===== config.mk =====
export PLATFORM = sky130hd
export DESIGN_NAME = periodic_task_dispatcher
export DESIGN_NICKNAME = d
export VERILOG_FILES = /design/src/design/ptd_pkg.sv /design/src/design/periodic_task_dispatcher.sv
export VERILOG_INCLUDE_DIRS = /design/src /design/src/design
export SDC_FILE = /design/constraint.sdc
export NUM_CORES = 1
export LEC_CHECK = 0
export ABC_AREA = 1
export BUFFER_PORTS_ARGS = -buffer_cell sky130_fd_sc_hd__buf_2
export CORE_MARGIN = 2
export CORE_UTILIZATION = 65
export CTS_BUF_LIST = sky130_fd_sc_hd__clkbuf_8 sky130_fd_sc_hd__clkbuf_16
export DETAILED_ROUTE_END_ITERATION = 7
export PLACE_DENSITY = 0.84
export SLEW_MARGIN = 20
export SYNTH_ARGS = -nofsm -noshare
export SYNTH_HDL_FRONTEND = slang
export SYNTH_SLANG_ARGS = --single-unit
export TNS_END_PERCENT = 100

===== constraint.sdc =====
create_clock -name clk -period 5.8 [get_ports clk]
set_input_delay 1.16 -clock clk [delete_from_list [all_inputs] [get_ports clk]]
set_output_delay 1.16 -clock clk [all_outputs]
set_load 0.1 [all_outputs]

===== src/design/periodic_task_dispatcher_macros.svh =====
`ifndef PERIODIC_TASK_DISPATCHER_MACROS_SVH
`define PERIODIC_TASK_DISPATCHER_MACROS_SVH

// Same-cycle implication, checked outside reset
`define PTD_ASSERT_NOW(label, ante, cons, msg) \
    label: assert property (@(posedge clk) disable iff (!rst_n) (ante) |-> (cons)) \
        else $error(msg);

// Next-cycle implication, checked outside reset
`define PTD_ASSERT_NEXT(label, ante, cons, msg) \
    label: assert property (@(posedge clk) disable iff (!rst_n) (ante) |=> (cons)) \
        else $error(msg);

`endif


===== src/design/ptd_pkg.sv =====
package ptd_pkg;

    localparam int MAX_TASKS  = 8;
    localparam int TICK_W     = 16;
    localparam int PERIOD_W   = 16;
    localparam int SLOT_W     = 4;
    localparam int MASK_W     = 8;
    localparam int REQ_W      = 2;

    typedef enum logic [REQ_W-1:0] {
        REQ_TICK   = 2'd0,
        REQ_CREATE = 2'd1,
        REQ_DELETE = 2'd2,
        REQ_NONE   = 2'd3
    } req_t;

    typedef enum logic [2:0] {
        S_IDLE,
        S_SCAN,
        S_LOAD,
        S_DIV,
        S_DONE
    } state_t;

    localparam logic STATUS_OK   = 1'b0;
    localparam logic STATUS_FAIL = 1'b1;

endpackage


===== src/design/periodic_task_dispatcher.sv =====
// Periodic task dispatcher.
// Input channel (in_valid/in_ready) carries one request item: req_type, slot, period.
// Output channel (out_valid/out_ready) returns one result item per request:
// status, fire_mask and tick_value.
// Create, delete and unused codes complete in the accept cycle; the result is
// written into the output register on acceptance.
// A tick increments the counter and scans the slots one at a time: the period
// of each valid slot is read from the period memory and the counter is divided
// by it in a bit-serial remainder unit. A valid slot whose period is zero is
// skipped and never fires.
// One item is in work at a time. A new item is taken only while the block is
// idle and the output register is empty or being emptied, so a result that
// waits for the receiver holds off the next item.
// A stalled receiver holds the result and payload steady; a finished tick then
// waits until the output register frees.
// Reset clears the counter, all valid marks and the output valid flag; the
// period memory is not cleared and its read data is used only for valid slots.
module periodic_task_dispatcher #(
    parameter int NUM_TASKS = ptd_pkg::MAX_TASKS
) (
    input  logic                          clk,
    input  logic                          rst_n,
    input  logic                          in_valid,
    output logic                          in_ready,
    input  logic [ptd_pkg::REQ_W-1:0]     req_type,
    input  logic [ptd_pkg::SLOT_W-1:0]    slot,
    input  logic [ptd_pkg::PERIOD_W-1:0]  period,
    output logic                          out_valid,
    input  logic                          out_ready,
    output logic                          status,
    output logic [ptd_pkg::MASK_W-1:0]    fire_mask,
    output logic [ptd_pkg::TICK_W-1:0]    tick_value
);

`include "periodic_task_dispatcher_macros.svh"

    localparam int IDX_W = (NUM_TASKS > 1) ? $clog2(NUM_TASKS) : 1;
    localparam int CNT_W = $clog2(ptd_pkg::TICK_W);
    localparam logic [IDX_W-1:0] LAST_IDX = IDX_W'(NUM_TASKS - 1);
    localparam logic [CNT_W-1:0] LAST_CNT = CNT_W'(ptd_pkg::TICK_W - 1);

    logic [ptd_pkg::PERIOD_W-1:0] period_mem [NUM_TASKS];
    logic [ptd_pkg::PERIOD_W-1:0] rd_data_reg;
    logic                         mem_we;
    logic [IDX_W-1:0]             mem_waddr;

    ptd_pkg::state_t              state_reg, state_next;
    logic [IDX_W-1:0]             idx_reg, idx_next;
    logic [CNT_W-1:0]             cnt_reg, cnt_next;
    logic [ptd_pkg::PERIOD_W-1:0] rem_reg, rem_next;
    logic [ptd_pkg::TICK_W-1:0]   dvd_reg, dvd_next;
    logic [ptd_pkg::PERIOD_W-1:0] div_reg, div_next;
    logic [NUM_TASKS-1:0]         mask_reg, mask_next;
    logic [ptd_pkg::TICK_W-1:0]   tick_reg, tick_next;
    logic [NUM_TASKS-1:0]         valid_reg, valid_next;

    logic                         out_valid_reg, out_valid_next;
    logic                         out_status_reg, out_status_next;
    logic [ptd_pkg::MASK_W-1:0]   out_mask_reg, out_mask_next;
    logic [ptd_pkg::TICK_W-1:0]   out_tick_reg, out_tick_next;

    logic                         accept;
    logic                         out_free;
    logic                         slot_ok;
    logic [IDX_W-1:0]             slot_idx;
    logic [ptd_pkg::PERIOD_W:0]   trial;
    logic [ptd_pkg::PERIOD_W-1:0] rem_step;
    ptd_pkg::req_t                req;

    assign req       = ptd_pkg::req_t'(req_type);
    assign out_free  = !out_valid_reg || out_ready;
    assign in_ready  = (state_reg == ptd_pkg::S_IDLE) && out_free;
    assign accept    = in_valid && in_ready;
    assign slot_ok   = 32'(slot) < NUM_TASKS;
    assign slot_idx  = slot[IDX_W-1:0];

    assign trial     = {rem_reg, dvd_reg[ptd_pkg::TICK_W-1]} - {1'b0, div_reg};
    assign rem_step  = trial[ptd_pkg::PERIOD_W] ?
                       {rem_reg[ptd_pkg::PERIOD_W-2:0], dvd_reg[ptd_pkg::TICK_W-1]} :
                       trial[ptd_pkg::PERIOD_W-1:0];

    assign out_valid  = out_valid_reg;
    assign status     = out_status_reg;
    assign fire_mask  = out_mask_reg;
    assign tick_value = out_tick_reg;

    always_ff @(posedge clk)
    begin
        if (mem_we)
        begin
            period_mem[mem_waddr] <= period;
        end
        rd_data_reg <= period_mem[idx_reg];
    end

    always_ff @(posedge clk or negedge rst_n)
    begin
        if (!rst_n)
        begin
            state_reg     <= ptd_pkg::S_IDLE;
            idx_reg       <= '0;
            cnt_reg       <= '0;
            mask_reg      <= '0;
            tick_reg      <= '0;
            valid_reg     <= '0;
            out_valid_reg <= 1'b0;
        end
        else
        begin
            state_reg     <= state_next;
            idx_reg       <= idx_next;
            cnt_reg       <= cnt_next;
            mask_reg      <= mask_next;
            tick_reg      <= tick_next;
            valid_reg     <= valid_next;
            out_valid_reg <= out_valid_next;
        end
    end

    always_ff @(posedge clk)
    begin
        rem_reg        <= rem_next;
        dvd_reg        <= dvd_next;
        div_reg        <= div_next;
        out_status_reg <= out_status_next;
        out_mask_reg   <= out_mask_next;
        out_tick_reg   <= out_tick_next;
    end

    always_comb
    begin
        state_next      = state_reg;
        idx_next        = idx_reg;
        cnt_next        = cnt_reg;
        rem_next        = rem_reg;
        dvd_next        = dvd_reg;
        div_next        = div_reg;
        mask_next       = mask_reg;
        tick_next       = tick_reg;
        valid_next      = valid_reg;
        out_valid_next  = out_valid_reg && !out_ready;
        out_status_next = out_status_reg;
        out_mask_next   = out_mask_reg;
        out_tick_next   = out_tick_reg;
        mem_we          = 1'b0;
        mem_waddr       = slot_idx;

        unique case (state_reg)
            ptd_pkg::S_IDLE:
            begin
                if (accept)
                begin
                    unique case (req)
                        ptd_pkg::REQ_TICK:
                        begin
                            tick_next  = tick_reg + 1'b1;
                            idx_next   = '0;
                            mask_next  = '0;
                            state_next = ptd_pkg::S_SCAN;
                        end
                        ptd_pkg::REQ_CREATE:
                        begin
                            out_valid_next = 1'b1;
                            out_mask_next  = '0;
                            out_tick_next  = tick_reg;
                            if (slot_ok && !valid_reg[slot_idx])
                            begin
                                mem_we               = 1'b1;
                                valid_next[slot_idx] = 1'b1;
                                out_status_next      = ptd_pkg::STATUS_OK;
                            end
                            else
                            begin
                                out_status_next = ptd_pkg::STATUS_FAIL;
                            end
                        end
                        ptd_pkg::REQ_DELETE:
                        begin
                            if (slot_ok)
                            begin
                                valid_next[slot_idx] = 1'b0;
                            end
                            out_valid_next  = 1'b1;
                            out_status_next = ptd_pkg::STATUS_OK;
                            out_mask_next   = '0;
                            out_tick_next   = tick_reg;
                        end
                        ptd_pkg::REQ_NONE:
                        begin
                            out_valid_next  = 1'b1;
                            out_status_next = ptd_pkg::STATUS_OK;
                            out_mask_next   = '0;
                            out_tick_next   = tick_reg;
                        end
                    endcase
                end
            end
            ptd_pkg::S_SCAN:
            begin
                if (valid_reg[idx_reg])
                begin
                    state_next = ptd_pkg::S_LOAD;
                end
                else if (idx_reg == LAST_IDX)
                begin
                    state_next = ptd_pkg::S_DONE;
                end
                else
                begin
                    idx_next = idx_reg + 1'b1;
                end
            end
            ptd_pkg::S_LOAD:
            begin
                if (rd_data_reg == '0)
                begin
                    if (idx_reg == LAST_IDX)
                    begin
                        state_next = ptd_pkg::S_DONE;
                    end
                    else
                    begin
                        idx_next   = idx_reg + 1'b1;
                        state_next = ptd_pkg::S_SCAN;
                    end
                end
                else
                begin
                    div_next   = rd_data_reg;
                    dvd_next   = tick_reg;
                    rem_next   = '0;
                    cnt_next   = '0;
                    state_next = ptd_pkg::S_DIV;
                end
            end
            ptd_pkg::S_DIV:
            begin
                rem_next = rem_step;
                dvd_next = {dvd_reg[ptd_pkg::TICK_W-2:0], 1'b0};
                cnt_next = cnt_reg + 1'b1;
                if (cnt_reg == LAST_CNT)
                begin
                    if (rem_step == '0)
                    begin
                        mask_next[idx_reg] = 1'b1;
                    end
                    if (idx_reg == LAST_IDX)
                    begin
                        state_next = ptd_pkg::S_DONE;
                    end
                    else
                    begin
                        idx_next   = idx_reg + 1'b1;
                        state_next = ptd_pkg::S_SCAN;
                    end
                end
            end
            ptd_pkg::S_DONE:
            begin
                if (out_free)
                begin
                    out_valid_next  = 1'b1;
                    out_status_next = ptd_pkg::STATUS_OK;
                    out_mask_next   = ptd_pkg::MASK_W'(mask_reg);
                    out_tick_next   = tick_reg;
                    state_next      = ptd_pkg::S_IDLE;
                end
            end
            default:
            begin
                state_next = ptd_pkg::S_IDLE;
            end
        endcase
    end

    `PTD_ASSERT_NEXT(a_tick_advance,
        accept && (req_type == ptd_pkg::REQ_TICK),
        tick_reg == $past(tick_reg) + 1'b1,
        "tick counter did not advance on tick")

    `PTD_ASSERT_NEXT(a_table_result_now,
        accept && (req_type != ptd_pkg::REQ_TICK),
        out_valid_reg && (out_mask_reg == '0) && (out_tick_reg == tick_reg),
        "table request result missing or wrong")

    `PTD_ASSERT_NOW(a_div_nonzero,
        state_reg == ptd_pkg::S_DIV,
        (div_reg != '0) && valid_reg[idx_reg],
        "remainder unit running on a free slot or zero period")

    `PTD_ASSERT_NEXT(a_tick_no_early_result,
        accept && (req_type == ptd_pkg::REQ_TICK),
        !out_valid_reg,
        "tick result presented before the scan")

endmodule

==> flow_summary.yaml <==
drt:
  drc: 0
  postRouteAntennaNets: 0
  wl_per_cell_um: 18.18
  first_iter_violations: 687
  vias: 7496
  drt_first_pass_iters: 5
  routed_via_density: 5.815
  totalWireLength_mm: 23.43
final_layout:
  layout_common_cells: "edfxtp_1 (201), nand2_1 (198), inv_1 (123), nor2_1 (61), nand3_1 (55)"
  fill_cells: 1026
  final_area_mm2: 0.01255
  fin_nets: 1097
  final_common_cell: "edfxtp_1"
  largest_reg_flops: 128
  n_antenna_cell: 0
  syn2layout_area_growth_pct: 12.89
  regMostFlops: "period_mem"
  drive_above_1_share_pct: 14.41
cts:
  cts_buffer_depth: 3
  root_buffer: "clkbuf_16"
  clock-sinks: 260
  cts_hold_buf: 0
  tritoncts: "yes"
  clk_latency_ns: 0.54
  cts_made_buffers: 26
  ctsHtreeMaxLevel: 1
  post_cts_buffers: 0
  clk_pin_slew_ns: 0.06
  cts_resized: 0
power:
  leakage_nw: 5.074
  p_per_area_mw_per_mm2: 488.0
  irDropWorstVdd_mv: 0.3951
worst_setup_path:
  cp_cell_sequence: "buf_2 -> clkinv_1 -> nand3_1 -> nor2_1 -> nor4_1 -> nand2_1 -> inv_2 -> nand4_2 -> o31ai_2 -> nand2_1 -> nor2_1 -> buf_4"
  worstSetupEndpointType: "flop"
  crit_slowest_cell: "nor4_1"
  required_ns: 6.02
  critPathMaxFanout: 16
  crit_path_start_kind: "input pin"
  slowest_delay_ns: 0.27
  crit_type: "in2reg"
  arrival_ns: 3.36
sta:
  max_freq_mhz: 318.8
  clock-skew-final_ns: 0.02354
  period_minus_slack_ns: 3.137
  rsz0062_at_grt: "no"
  tns_ns: 0
  setup_viol: 0
  slew_viol_final: 0
  fin_crit_sh_pct: 54.08
  worst_pin_slew_ns: 1.022
  slew_headroom_pct: 31.90
  hold_viol: 0
die:
  die_y_um: 134.8
  start_util_pct: 66.81
  fp.coreArea_mm2: 0.01664
  die-area_mm2: 0.01817
  ios: 53
  rows: 47
  die_x_um: 134.8
grt:
  grt_pass1_wl_mm: 37.03
  track_usage_pct: 26.33
  grt_start_max_net_pins: 44
  grt_pass1_vias: 7323
  grt_overflow: 0
  antenna_found_initial: 0
yosys:
  yosysUniqueCellTypes: 45
  netlist_instances: 973
  synth_seq_cells: 260
  avgSynthCellArea_um2: 11.43
  yosysWarnings: 0
  synth.cell_area_mm2: 0.01112
  seq_area_frac_synth_pct: 66.85
  synth.net_count: 1020
place:
  gp_congestion: 0.9318
  place_hpwl_mm: 15.11
  port_buffers: 52
  dpl_cell_area_mm2: 0.01172
min_path:
  hold_path.class: "reg2reg"
run:
  cap_violations: 0
outcome:
  status: "finished, final reports clean"
[cell type report]
cell class / instances / area [µm²] / share of cell area, %
clock inverter: 20 / 163.9 / 1.306
inverter: 127 / 476.7 / 3.798
timing repair buffer: 68 / 380.4 / 3.031
multi-input combinational: 567 / 3158 / 25.16
sequential: 260 / 7432 / 59.22
clock buffer: 27 / 664.4 / 5.294
tap: 220 / 275.3 / 2.193
[metrics by stage]
stage | cells | total power [W] | util (%) | hold slack [ns] | worst slack [ns]
2_1_floorplan | 973 | 0.004024 | - | 0.4086 | 1.146
3_3_place_gp | 1242 | 0.004449 | 70.44 | 0.4135 | 2.279
3_5_place_dp | 1242 | 0.004510 | 70.44 | 0.4223 | 2.181
4_1_cts | 1289 | 0.006123 | 75.42 | 0.4414 | 2.722
5_1_grt | 1289 | 0.006415 | 75.42 | 0.4503 | 2.414
6_report | 1289 | 0.006125 | 75.42 | 0.4401 | 2.663
[cells in the mapped netlist (all sizes together)]
cell type	count	area share, %
and3	2	0.11
nand4	19	1.1
nor4	9	0.51
dfxtp	16	2.9
fa	1	0.18
a21oi	32	1.6
nand3	57	2.7
a22o	12	0.95
clkinv	4	0.14
o31ai	1	0.11
o21ai	40	1.8
mux2	1	0.10
nand2	215	7.8
a211oi	3	0.20
o211ai	1	0.068
clkbuf	8	0.27
or2	2	0.11
a221oi	16	1.3
a22oi	19	1.3
o311ai	1	0.079
xnor2	1	0.079
inv	123	4.2
edfxtp	201	54
dfrtp	43	9.7
nor2	68	2.5
xor2	18	1.4
o22ai	1	0.056
a21o	2	0.14
nor3	22	1.3
ha	20	2.3
nand3b	4	0.27
buf	11	0.63
[worst max-delay path, delay by kind of cell]
family | cells | cell delay [ns]
and+or+nand+nor | 7 | 1.20
buffers and inverters | 4 | 0.71
AOI/OAI and AO/OA | 1 | 0.27
[worst paths after layout]
kind / startpoint / to / slack, ns / depth (start not counted)
setup reg to reg: dvd_reg[15]$_DFFE_PP_ / mask_reg[2]$_DFFE_PN0P_ / 2.70 / 17
setup / recovery: slot[2] / period_mem[2][7]$_DFFE_PP_ / 2.66 / 12
max in group asynchronous: rst_n / mask_reg[3]$_DFFE_PN0P_ / 4.36 / 1
hold / removal: rd_data_reg[11]$_DFF_P_ / div_reg[11]$_DFFE_PP_ / 0.44 / 0
min in group asynchronous: rst_n / mask_reg[5]$_DFFE_PN0P_ / 0.81 / 1
hold reg to reg: rd_data_reg[11]$_DFF_P_ / div_reg[11]$_DFFE_PP_ / 0.44 / 0
[cells by family after synthesis]
family                   after synthesis  synth area share (%)
AO/OA/AOI/OAI                        128                 7.517
XOR/XNOR                              19                 1.497
adder cells (fa/ha/maj)               21                 2.431
buffers and inverters                146                 5.188
flip-flops                           260                 66.85
multiplexers                           1                0.1013
AND/OR/NAND/NOR                      398                 16.42
[per-layer routing]
layer	global-route usage (%)	part of all wire [%]
met5	0	0
met4	8.480	2.2
met3	3.829	6.6
met2	45.69	51
met1	34.61	40
[power breakdown]
group / leakage [nW] / total, W / switching (W) / internal, W
sequential: 2.47 / 0.00254 / 0.000170 / 0.00237
clock: 0.433 / 0.00161 / 0.000687 / 0.000920
combinational: 2.17 / 0.00197 / 0.00144 / 0.000532
total: 5.07 / 0.00613 / 0.00230 / 0.00383
No activity file was read; power rests on OpenSTA's default activity.
